--- src/rtl/sff_pkg.sv ---
// ----------------------------------------------------------------------------
// sff_pkg
// Types and constants shared by the sensor fault fallback block.
// ----------------------------------------------------------------------------
`default_nettype none

package sff_pkg;

  localparam int CHANNELS  = 4;
  localparam int CH_W      = 2;
  localparam int SAMPLE_W  = 12;
  localparam int CNT_W     = 8;
  localparam int CFG_IDX_W = 2;
  localparam int CFG_DAT_W = 12;

  localparam logic [CNT_W-1:0]    CNT_MAX         = '1;
  localparam logic [SAMPLE_W-1:0] LOW_LIMIT_RST   = SAMPLE_W'(500);
  localparam logic [SAMPLE_W-1:0] HIGH_LIMIT_RST  = SAMPLE_W'(3800);
  localparam logic [CNT_W-1:0]    FAULT_THRSH_RST = CNT_W'(3);

  typedef enum logic [1:0] {
    ST_OK    = 2'd0,
    ST_OPEN  = 2'd1,
    ST_SHORT = 2'd2
  } status_t;

  typedef enum logic [CFG_IDX_W-1:0] {
    REG_LOW_LIMIT   = 2'd0,
    REG_HIGH_LIMIT  = 2'd1,
    REG_FAULT_THRSH = 2'd2
  } reg_idx_t;

  typedef struct packed {
    logic [SAMPLE_W-1:0] low_limit;
    logic [SAMPLE_W-1:0] high_limit;
    logic [CNT_W-1:0]    fault_thrsh;
  } cfg_t;

  typedef struct packed {
    logic [CH_W-1:0]     channel;
    logic [SAMPLE_W-1:0] raw_sample;
  } item_t;

  typedef struct packed {
    logic [SAMPLE_W-1:0] sample_out;
    status_t             status;
    logic                all_faulted;
  } result_t;

endpackage

`default_nettype wire

--- src/rtl/sff_intf.sv ---
// ----------------------------------------------------------------------------
// sff_intf
// Valid/ready channel interfaces: sample input, result output, register write.
// ----------------------------------------------------------------------------
`default_nettype none

interface sff_in_if import sff_pkg::*; ();
  logic                valid;
  logic                ready;
  logic [CH_W-1:0]     channel;
  logic [SAMPLE_W-1:0] raw_sample;

  modport source (output valid, channel, raw_sample, input ready);
  modport sink   (input valid, channel, raw_sample, output ready);
endinterface

interface sff_out_if import sff_pkg::*; ();
  logic                valid;
  logic                ready;
  logic [SAMPLE_W-1:0] sample_out;
  logic [1:0]          status;
  logic                all_faulted;

  modport source (output valid, sample_out, status, all_faulted, input ready);
  modport sink   (input valid, sample_out, status, all_faulted, output ready);
endinterface

interface sff_cfg_if import sff_pkg::*; ();
  logic                 valid;
  logic                 ready;
  logic [CFG_IDX_W-1:0] index;
  logic [CFG_DAT_W-1:0] data;

  modport source (output valid, index, data, input ready);
  modport sink   (input valid, index, data, output ready);
endinterface

`default_nettype wire

--- src/rtl/sff_cfg_regs.sv ---
// ----------------------------------------------------------------------------
// sff_cfg_regs
// Limit and threshold registers, written one beat at a time.
// ----------------------------------------------------------------------------
`default_nettype none

module sff_cfg_regs import sff_pkg::*; (
  input  wire logic         clk,
  input  wire logic         rst_n,
  sff_cfg_if.sink           cfg_wr,
  output cfg_t              cfg
);

  cfg_t cfg_r;
  cfg_t cfg_nxt;

  assign cfg_wr.ready = 1'b1;
  assign cfg          = cfg_r;

  always_comb begin
    cfg_nxt = cfg_r;
    if (cfg_wr.valid) begin
      case (cfg_wr.index)
        REG_LOW_LIMIT:   cfg_nxt.low_limit   = cfg_wr.data[SAMPLE_W-1:0];
        REG_HIGH_LIMIT:  cfg_nxt.high_limit  = cfg_wr.data[SAMPLE_W-1:0];
        REG_FAULT_THRSH: cfg_nxt.fault_thrsh = cfg_wr.data[CNT_W-1:0];
        default:         cfg_nxt = cfg_r;
      endcase
    end
  end

  always_ff @(posedge clk) begin
    if (!rst_n) begin
      cfg_r.low_limit   <= LOW_LIMIT_RST;
      cfg_r.high_limit  <= HIGH_LIMIT_RST;
      cfg_r.fault_thrsh <= FAULT_THRSH_RST;
    end else begin
      cfg_r <= cfg_nxt;
    end
  end

endmodule

`default_nettype wire

--- src/rtl/sff_core.sv ---
// ----------------------------------------------------------------------------
// sff_core
// Per-channel fault counters and last-good store; evaluates one item per cycle, updating state only when fire is high.
// ----------------------------------------------------------------------------
`default_nettype none

module sff_core import sff_pkg::*; (
  input  wire logic  clk,
  input  wire logic  rst_n,
  input  wire logic  fire,
  input  wire item_t item,
  input  wire cfg_t  cfg,
  output result_t    res
);

  logic [CNT_W-1:0]    cnt_r    [CHANNELS];
  logic [CNT_W-1:0]    cnt_nxt  [CHANNELS];
  logic [SAMPLE_W-1:0] good_r   [CHANNELS];
  logic [SAMPLE_W-1:0] good_nxt [CHANNELS];

  logic                ch_ok;
  logic                is_open;
  logic                is_short;
  logic                fault;
  logic [CNT_W-1:0]    cnt_cur;
  logic [CNT_W-1:0]    cnt_inc;
  logic [SAMPLE_W-1:0] good_cur;
  logic                fallback;
  logic                all_hit;

  assign ch_ok    = 32'(item.channel) < CHANNELS;
  assign is_open  = item.raw_sample < cfg.low_limit;
  assign is_short = !is_open && (item.raw_sample > cfg.high_limit);
  assign fault    = is_open || is_short;
  assign cnt_cur  = cnt_r[item.channel];
  assign good_cur = good_r[item.channel];
  assign cnt_inc  = (cnt_cur != CNT_MAX) ? cnt_cur + CNT_W'(1) : cnt_cur;
  assign fallback = ch_ok && fault && (cnt_inc >= cfg.fault_thrsh);

  always_comb begin
    all_hit = 1'b1;
    for (int i = 0; i < CHANNELS; i++) begin
      cnt_nxt[i]  = cnt_r[i];
      good_nxt[i] = good_r[i];
      if (fire && ch_ok && item.channel == CH_W'(i)) begin
        if (fault) begin
          cnt_nxt[i] = cnt_inc;
        end else begin
          cnt_nxt[i]  = '0;
          good_nxt[i] = item.raw_sample;
        end
      end
      if (cnt_nxt[i] < cfg.fault_thrsh) begin
        all_hit = 1'b0;
      end
    end
  end

  always_comb begin
    res.all_faulted = all_hit;
    if (!ch_ok) begin
      res.sample_out = '0;
      res.status     = ST_OPEN;
    end else if (fallback) begin
      res.sample_out = good_cur;
      res.status     = is_open ? ST_OPEN : ST_SHORT;
    end else begin
      res.sample_out = item.raw_sample;
      res.status     = ST_OK;
    end
  end

  always_ff @(posedge clk) begin
    if (!rst_n) begin
      for (int i = 0; i < CHANNELS; i++) begin
        cnt_r[i]  <= '0;
        good_r[i] <= '0;
      end
    end else begin
      for (int i = 0; i < CHANNELS; i++) begin
        cnt_r[i]  <= cnt_nxt[i];
        good_r[i] <= good_nxt[i];
      end
    end
  end

`ifndef ASSERT_OFF
  a_clear_on_good: assert property (@(posedge clk) disable iff (!rst_n)
    fire && ch_ok && !fault |=> cnt_r[$past(item.channel)] == '0)
    else $error("fault counter not cleared by in-range sample");

  a_count_on_fault: assert property (@(posedge clk) disable iff (!rst_n)
    fire && ch_ok && fault |=> cnt_r[$past(item.channel)] == $past(cnt_inc))
    else $error("fault counter did not advance on faulty sample");

  a_zero_thrsh: assert property (@(posedge clk) disable iff (!rst_n)
    fire && cfg.fault_thrsh == '0 |-> res.all_faulted)
    else $error("zero threshold must report all channels faulted");

  a_good_latch: assert property (@(posedge clk) disable iff (!rst_n)
    fire && ch_ok && !fault |=> good_r[$past(item.channel)] == $past(item.raw_sample))
    else $error("last good sample not stored");
`endif

endmodule

`default_nettype wire

--- src/rtl/sensor_fault_fallback.sv ---
// ----------------------------------------------------------------------------
// sensor_fault_fallback
// Converter sample plausibility check with last-good hold, top level.
// ----------------------------------------------------------------------------
// Each beat on in_chan carries a channel and a raw 12-bit sample; each yields
// exactly one beat on out_chan, in order. The block accepts one sample per
// clock while out_chan is not stalled: a beat is held in an input register,
// evaluated against the limit registers and that channel's fault counter, and
// lands in an output register when it advances, from which its result beat
// leaves. The counter and last-good update is a read-modify-write per
// channel, which sets the one-beat-per-clock rate. Limits and threshold are
// written on cfg_wr (index 0 low limit, 1 high limit, 2 fault threshold); the
// user must write them only while idle, the block does not enforce this.
// ----------------------------------------------------------------------------
`default_nettype none

module sensor_fault_fallback import sff_pkg::*; (
  input  wire logic clk,
  input  wire logic rst_n,
  sff_in_if.sink    in_chan,
  sff_out_if.source out_chan,
  sff_cfg_if.sink   cfg_wr
);

  cfg_t    cfg;
  item_t   item_r;
  logic    in_vld_r;
  logic    in_vld_nxt;
  result_t core_res;
  result_t res_r;
  logic    out_vld_r;
  logic    out_vld_nxt;
  logic    advance;
  logic    in_take;

  sff_cfg_regs u_cfg (
    .clk    (clk),
    .rst_n  (rst_n),
    .cfg_wr (cfg_wr),
    .cfg    (cfg)
  );

  sff_core u_core (
    .clk   (clk),
    .rst_n (rst_n),
    .fire  (advance),
    .item  (item_r),
    .cfg   (cfg),
    .res   (core_res)
  );

  assign advance       = in_vld_r && (!out_vld_r || out_chan.ready);
  assign in_chan.ready = !in_vld_r || advance;
  assign in_take       = in_chan.valid && in_chan.ready;

  always_comb begin
    in_vld_nxt = in_vld_r;
    if (in_take) begin
      in_vld_nxt = 1'b1;
    end else if (advance) begin
      in_vld_nxt = 1'b0;
    end
    out_vld_nxt = out_vld_r;
    if (advance) begin
      out_vld_nxt = 1'b1;
    end else if (out_chan.ready) begin
      out_vld_nxt = 1'b0;
    end
  end

  always_ff @(posedge clk) begin
    if (!rst_n) begin
      in_vld_r  <= 1'b0;
      out_vld_r <= 1'b0;
    end else begin
      in_vld_r  <= in_vld_nxt;
      out_vld_r <= out_vld_nxt;
    end
  end

  always_ff @(posedge clk) begin
    if (in_take) begin
      item_r.channel    <= in_chan.channel;
      item_r.raw_sample <= in_chan.raw_sample;
    end
    if (advance) begin
      res_r <= core_res;
    end
  end

  assign out_chan.valid       = out_vld_r;
  assign out_chan.sample_out  = res_r.sample_out;
  assign out_chan.status      = res_r.status;
  assign out_chan.all_faulted = res_r.all_faulted;

`ifndef ASSERT_OFF
  a_hold_stage: assert property (@(posedge clk) disable iff (!rst_n)
    in_vld_r && !advance |=> in_vld_r && $stable(item_r))
    else $error("input stage lost a stalled beat");

  a_no_overrun: assert property (@(posedge clk) disable iff (!rst_n)
    out_vld_r && !out_chan.ready |-> !advance)
    else $error("result register overwritten while stalled");

  a_status_code: assert property (@(posedge clk) disable iff (!rst_n)
    out_vld_r |-> out_chan.status <= ST_SHORT)
    else $error("undefined status code on output");
`endif

endmodule

`default_nettype wire

--- src/flat_wrapper.sv ---
// flat-port wrapper written by rule: the top's interface ports become plain ports
module sensor_fault_fallback_flat import sff_pkg::*;
  (clk, rst_n, in_chan_valid, in_chan_channel, in_chan_raw_sample, in_chan_ready, out_chan_valid, out_chan_sample_out, out_chan_status, out_chan_all_faulted, out_chan_ready, cfg_wr_valid, cfg_wr_index, cfg_wr_data, cfg_wr_ready);
  sff_in_if in_chan_i ();
  sff_out_if out_chan_i ();
  sff_cfg_if cfg_wr_i ();
  input  wire logic clk;
  input  wire logic rst_n;
  input wire logic [$bits(in_chan_i.valid)-1:0] in_chan_valid;
  input wire logic [$bits(in_chan_i.channel)-1:0] in_chan_channel;
  input wire logic [$bits(in_chan_i.raw_sample)-1:0] in_chan_raw_sample;
  output wire logic [$bits(in_chan_i.ready)-1:0] in_chan_ready;
  output wire logic [$bits(out_chan_i.valid)-1:0] out_chan_valid;
  output wire logic [$bits(out_chan_i.sample_out)-1:0] out_chan_sample_out;
  output wire logic [$bits(out_chan_i.status)-1:0] out_chan_status;
  output wire logic [$bits(out_chan_i.all_faulted)-1:0] out_chan_all_faulted;
  input wire logic [$bits(out_chan_i.ready)-1:0] out_chan_ready;
  input wire logic [$bits(cfg_wr_i.valid)-1:0] cfg_wr_valid;
  input wire logic [$bits(cfg_wr_i.index)-1:0] cfg_wr_index;
  input wire logic [$bits(cfg_wr_i.data)-1:0] cfg_wr_data;
  output wire logic [$bits(cfg_wr_i.ready)-1:0] cfg_wr_ready;
  assign in_chan_i.valid = in_chan_valid;
  assign in_chan_i.channel = in_chan_channel;
  assign in_chan_i.raw_sample = in_chan_raw_sample;
  assign in_chan_ready = in_chan_i.ready;
  assign out_chan_valid = out_chan_i.valid;
  assign out_chan_sample_out = out_chan_i.sample_out;
  assign out_chan_status = out_chan_i.status;
  assign out_chan_all_faulted = out_chan_i.all_faulted;
  assign out_chan_i.ready = out_chan_ready;
  assign cfg_wr_i.valid = cfg_wr_valid;
  assign cfg_wr_i.index = cfg_wr_index;
  assign cfg_wr_i.data = cfg_wr_data;
  assign cfg_wr_ready = cfg_wr_i.ready;
  sensor_fault_fallback u_core (.clk(clk), .rst_n(rst_n), .in_chan(in_chan_i), .out_chan(out_chan_i), .cfg_wr(cfg_wr_i));
endmodule
--- config.mk ---
export PLATFORM = sky130hd
export DESIGN_NAME = sensor_fault_fallback_flat
export DESIGN_NICKNAME = d
export VERILOG_FILES = /design/src/rtl/sff_pkg.sv /design/src/rtl/sff_intf.sv /design/src/rtl/sff_cfg_regs.sv /design/src/rtl/sff_core.sv /design/src/rtl/sensor_fault_fallback.sv /design/src/flat_wrapper.sv
export SDC_FILE = /design/constraint.sdc
export NUM_CORES = 1
export LEC_CHECK = 0
export ABC_AREA = 1
export BUFFER_PORTS_ARGS = -buffer_cell sky130_fd_sc_hd__buf_2
export CORE_ASPECT_RATIO = 0.7
export CORE_MARGIN = 2
export CORE_UTILIZATION = 35
export CTS_CLUSTER_SIZE = 16
export DETAILED_ROUTE_END_ITERATION = 10
export GPL_ROUTABILITY_DRIVEN = 0
export PLACE_DENSITY_LB_ADDON = 0.12
export SLEW_MARGIN = 15
export SYNTH_ARGS = -nofsm -noshare
export SYNTH_HDL_FRONTEND = slang
export SYNTH_SLANG_ARGS = --single-unit
--- constraint.sdc ---
create_clock -name clk -period 4 [get_ports clk]
set_clock_uncertainty 0.1 [all_clocks]
set_input_delay 0.4 -clock clk [delete_from_list [all_inputs] [get_ports clk]]
set_output_delay 0.4 -clock clk [all_outputs]
set_load 0.005 [all_outputs]
==> results.txt <==
----------------------------------------------------
[Outcome]
  Status ... finished, final reports clean

[Worst hold path]
  Number of cells on the worst hold path ... 1
  Worst min-delay path class ... in2reg

[Pwr]
  Final Total Pwr ... 0.00374 W
  Cell Pwr Density ... 424 mW/mm2
  Peak supply drop ... 0.316 mV
  Lkg Pwr ... 3.99 nW

[Timing]
  Relative slew slack ... 46.6%
  Time the final worst path needs with I/O delays and setup ... 3610 ps
  Unrepaired setup endpoints after global routing ... false
  Transition time of the tightest slew-check pin ... 800 ps
  Total count of max-transition violations in the final report ... 0
  Max Clock Freq ... 277 MHz
  Number of hold violations in the final report ... 0
  Final worst path period share ... 90.4%
  Final Setup Violations ... 0
  Slack of the critical path ... 386 ps
  Total Negative Setup Slacks ... 0 ps

[Placed design]
  I/O Buffers ... 49
  Dpl cells ... 1202
  Post-DP HPWL ... 15100 um
  Setup slack after placement ... 344 ps
  Post-detailed-placement cell area ... 0.00824 mm2

[Critical path]
  Required time reported for the critical path endpoint ... 4080 ps
  Category of cells accounting for the largest share of critical-path delay ... compound AO/OA/AOI/OAI gates
  Number of buffer and inverter stages on the critical path ... 1
  Master of the slowest instance on the critical path ... sky130_fd_sc_hd__edfxtp_1
  Number of logic stages on the critical path including buffering ... 17
  CP cell instances ... ha_1, a21oi_1, o21ai_0, a21oi_1, nand2_1, nand2_1, inv_1, a21oi_2, nand2_1, nand2_1, ha_1, a21oi_1, nor2_1, a211oi_1, nand2_1, nand2_1, nor2_1
  Category of the worst setup path capture point ... flip-flop
  Slowest stage delay, CP ... 500 ps
  Critical path start-end classification ... reg2reg
  Critical path's most frequent cell ... sky130_fd_sc_hd__nand2_1
  WP data arrival ... 3690 ps
  Startpoint type of the worst setup path ... flip-flop
  Worst-path maximum fanout ... 6
  Worst-case reg-to-reg path depth ... 17

[Clocking]
  TritonCTS clock tree ... done
  Post-cts sizing count ... 0
  Number of buffers added by the clock tree synthesis step ... 17
  Deepest clock path buffer count ... 2
  Post-CTS setup buffer count ... 0
  CTS clk-pin slew, worst paths ... 60 ps
  Number of buffers inserted for hold repair after clock tree synthesis ... 0
  Skew-Pair Late Insertion Delay ... 420 ps
  Clock tree root buffer cell ... sky130_fd_sc_hd__clkbuf_16
  Total number of H-tree levels ... 4
  Total clock sinks ... 145

[Synthesis]
  Cell type with the highest aggregate area in the netlist ... sky130_fd_sc_hd__edfxtp_1
  Distinct cells, synth ... 42
  Sequential area share after synthesis ... 48.0%
  Share of Yosys cell area claimed by the top area cell type ... 30.2%
  Async S/R FF share, synth ... 0%
  Per-instance average area after synthesis ... 8.68 um2
  Count of flip-flops with a built-in enable after synthesis ... 77
  Synth Warn # ... 0
  Synthesized Nets ... 974
  Cell types occupying the most area after synthesis ... sky130_fd_sc_hd__edfxtp_1 30%, sky130_fd_sc_hd__dfxtp_1 18%, sky130_fd_sc_hd__nand2_1 10%
  Post-Syn Instances ... 881
  Number of register bits inferred by synthesis ... 145
  Most instantiated flip-flop cell in the synthesis netlist ... sky130_fd_sc_hd__edfxtp_1
  Synth top cells by count ... 207 x sky130_fd_sc_hd__nand2_1, 105 x sky130_fd_sc_hd__nor2_1, 82 x sky130_fd_sc_hd__a21oi_1
  Most frequently used cell type in the post-synthesis netlist ... sky130_fd_sc_hd__nand2_1
  Post-synthesis instance area ... 0.00765 mm2

[Route]
  Iteration count of the initial detailed-routing pass ... 5
  Ratio of routed vias to standard cells ... 4.80
  Post-route DRC ... 0
  DR WL/cell ... 16.6 um
  DR iter-0 viols ... 482
  Routed vias ... 5925
  Total detailed-routing wirelength ... 20500 um
  Remaining number of nets flagged by the antenna check after routing ... 0

[Floorplanning]
  Vertical die dimension ... 128 um
  Starting density of the core ... 35.5%
  Rows ... 45
  Die area ... 0.0231 mm2
  IO Count ... 51
  Core Box Area ... 0.0216 mm2
  Chip width ... 181 um

[GRT]
  GRT Util Overall ... 18.6%
  Maximum number of pins on one net before global-route repair ... 42
  Number of global-route vias before repair ... 5360
  Wire length of the first global-routing pass ... 32200 um
  Total grt overflow ... 0
  Antenna violations before repair ... 0

[Finish]
  Net count of the finished layout ... 1032
  Design Area, Final ... 0.00882 mm2
  Area added between synthesis and finish ... 15.4%
  Final standard cell count with taps included and fillers excluded ... 1234
  Final antenna diode count ... 0
  Share of layout cells above drive strength 1 ... 16.0%

[Run]
  Max-cap violation count ... 0

----------------------------------------------------
==> metal layers <==
metal  vias up  routed length [um]  global-route usage, %
li1       3080                   -                      -
met1      2673               11700                   31.1
met2       165                7350                   22.6
met3         7                1370                   5.06
met4         0                  91                   3.70
met5         -                   0                      0
==> worst register-to-register path: stages (launching register included) <==
cell and delay (ps):
sky130_fd_sc_hd__edfxtp_1 500, sky130_fd_sc_hd__ha_1 340, sky130_fd_sc_hd__a21oi_1 140, sky130_fd_sc_hd__o21ai_0 100
sky130_fd_sc_hd__a21oi_1 130, sky130_fd_sc_hd__nand2_1 220, sky130_fd_sc_hd__nand2_1 170, sky130_fd_sc_hd__inv_1 170
sky130_fd_sc_hd__a21oi_2 340, sky130_fd_sc_hd__nand2_1 130, sky130_fd_sc_hd__nand2_1 90, sky130_fd_sc_hd__ha_1 240
sky130_fd_sc_hd__a21oi_1 130, sky130_fd_sc_hd__nor2_1 60, sky130_fd_sc_hd__a211oi_1 170, sky130_fd_sc_hd__nand2_1 130
sky130_fd_sc_hd__nand2_1 150, sky130_fd_sc_hd__nor2_1 60
==> logic make-up after synthesis <==
logic type | Yosys count | share of synthesized area [%]
XOR/XNOR | 4 | 0.458
AND/OR/NAND/NOR | 379 | 22.4
buffers and inverters | 116 | 6.40
flip-flops | 145 | 48.0
other | 1 | 0.0490
adder cells (fa/ha/maj) | 60 | 9.81
AO/OA/AOI/OAI | 176 | 12.9
==> state kept, by name (all words and copies together) (netlist names), named ones only <==
| signal | count |
|---|---|
| u_core.u_core.good_r | 48 |
| u_core.u_cfg.cfg | 32 |
| u_core.u_core.cnt_r | 32 |
| u_core.item_r | 14 |
| u_core.out_chan.sample_out | 12 |
| u_core.out_chan.status | 2 |
| u_core.in_vld_r | 1 |
| u_core.out_chan.all_faulted | 1 |
| u_core.out_chan.valid | 1 |
==> metrics by stage <==
| step | hold WS, ps | util (%) |
|---|---|---|
| 3_5_place_dp | 361 | 38.2 |
| 2_1_floorplan | 335 | - |
| 3_3_place_gp | 357 | 38.2 |
| 5_1_grt | 25.3 | 40.9 |
| 4_1_cts | 29.9 | 40.9 |
| 6_report | 49.8 | 40.9 |
==> power breakdown <==
group          total (W)  leakage, nW  internal [W]  switching [W]
logic           0.000502         2.38      0.000164       0.000338
clock network    0.00157        0.283      0.000930       0.000638
registers        0.00167         1.33       0.00164      0.0000292
==> placed cells by master (no fill, tap or decap), drive strengths merged <==
cell / instances
nand2: 220
nor2: 108
a21oi: 83
inv: 83
edfxtp: 77
buf: 70
dfxtp: 68
ha: 60
o21ai: 56
nand3: 37
clkbuf: 18
o211ai: 15
o22ai: 13
clkinv: 12
nor3: 8
a211oi: 4
nand4: 4
xor2: 3
clkinvlp: 2
bufinv: 2
and2: 2
o21bai: 1
a21o: 1
o21a: 1
a31oi: 1
xnor2: 1
a21boi: 1
conb: 1
==> path summary, 6_finish.rpt <==
| kind | slack (ps) | from | end |
|---|---|---|---|
| worst max-delay path | 390 | u_core.item_r[11] | u_core.out_chan.all_faulted |
| worst min-delay path | 50 | in_chan_raw_sample[11] | u_core.item_r[11] |
| worst max register to register | 390 | u_core.item_r[11] | u_core.out_chan.all_faulted |
| worst min register to register | 370 | u_core.u_cfg.cfg[13] | u_core.u_cfg.cfg[13] |
==> cell type report <==
cell class	count	area, um2
tap	282	353
inverter	85	319
timing repair buffer	70	410
clock inverter	14	139
sequential	145	3670
clock buffer	18	439
fill	2200	12700
multi-input combinational	620	3490
(Power assumes the default switching activity.)
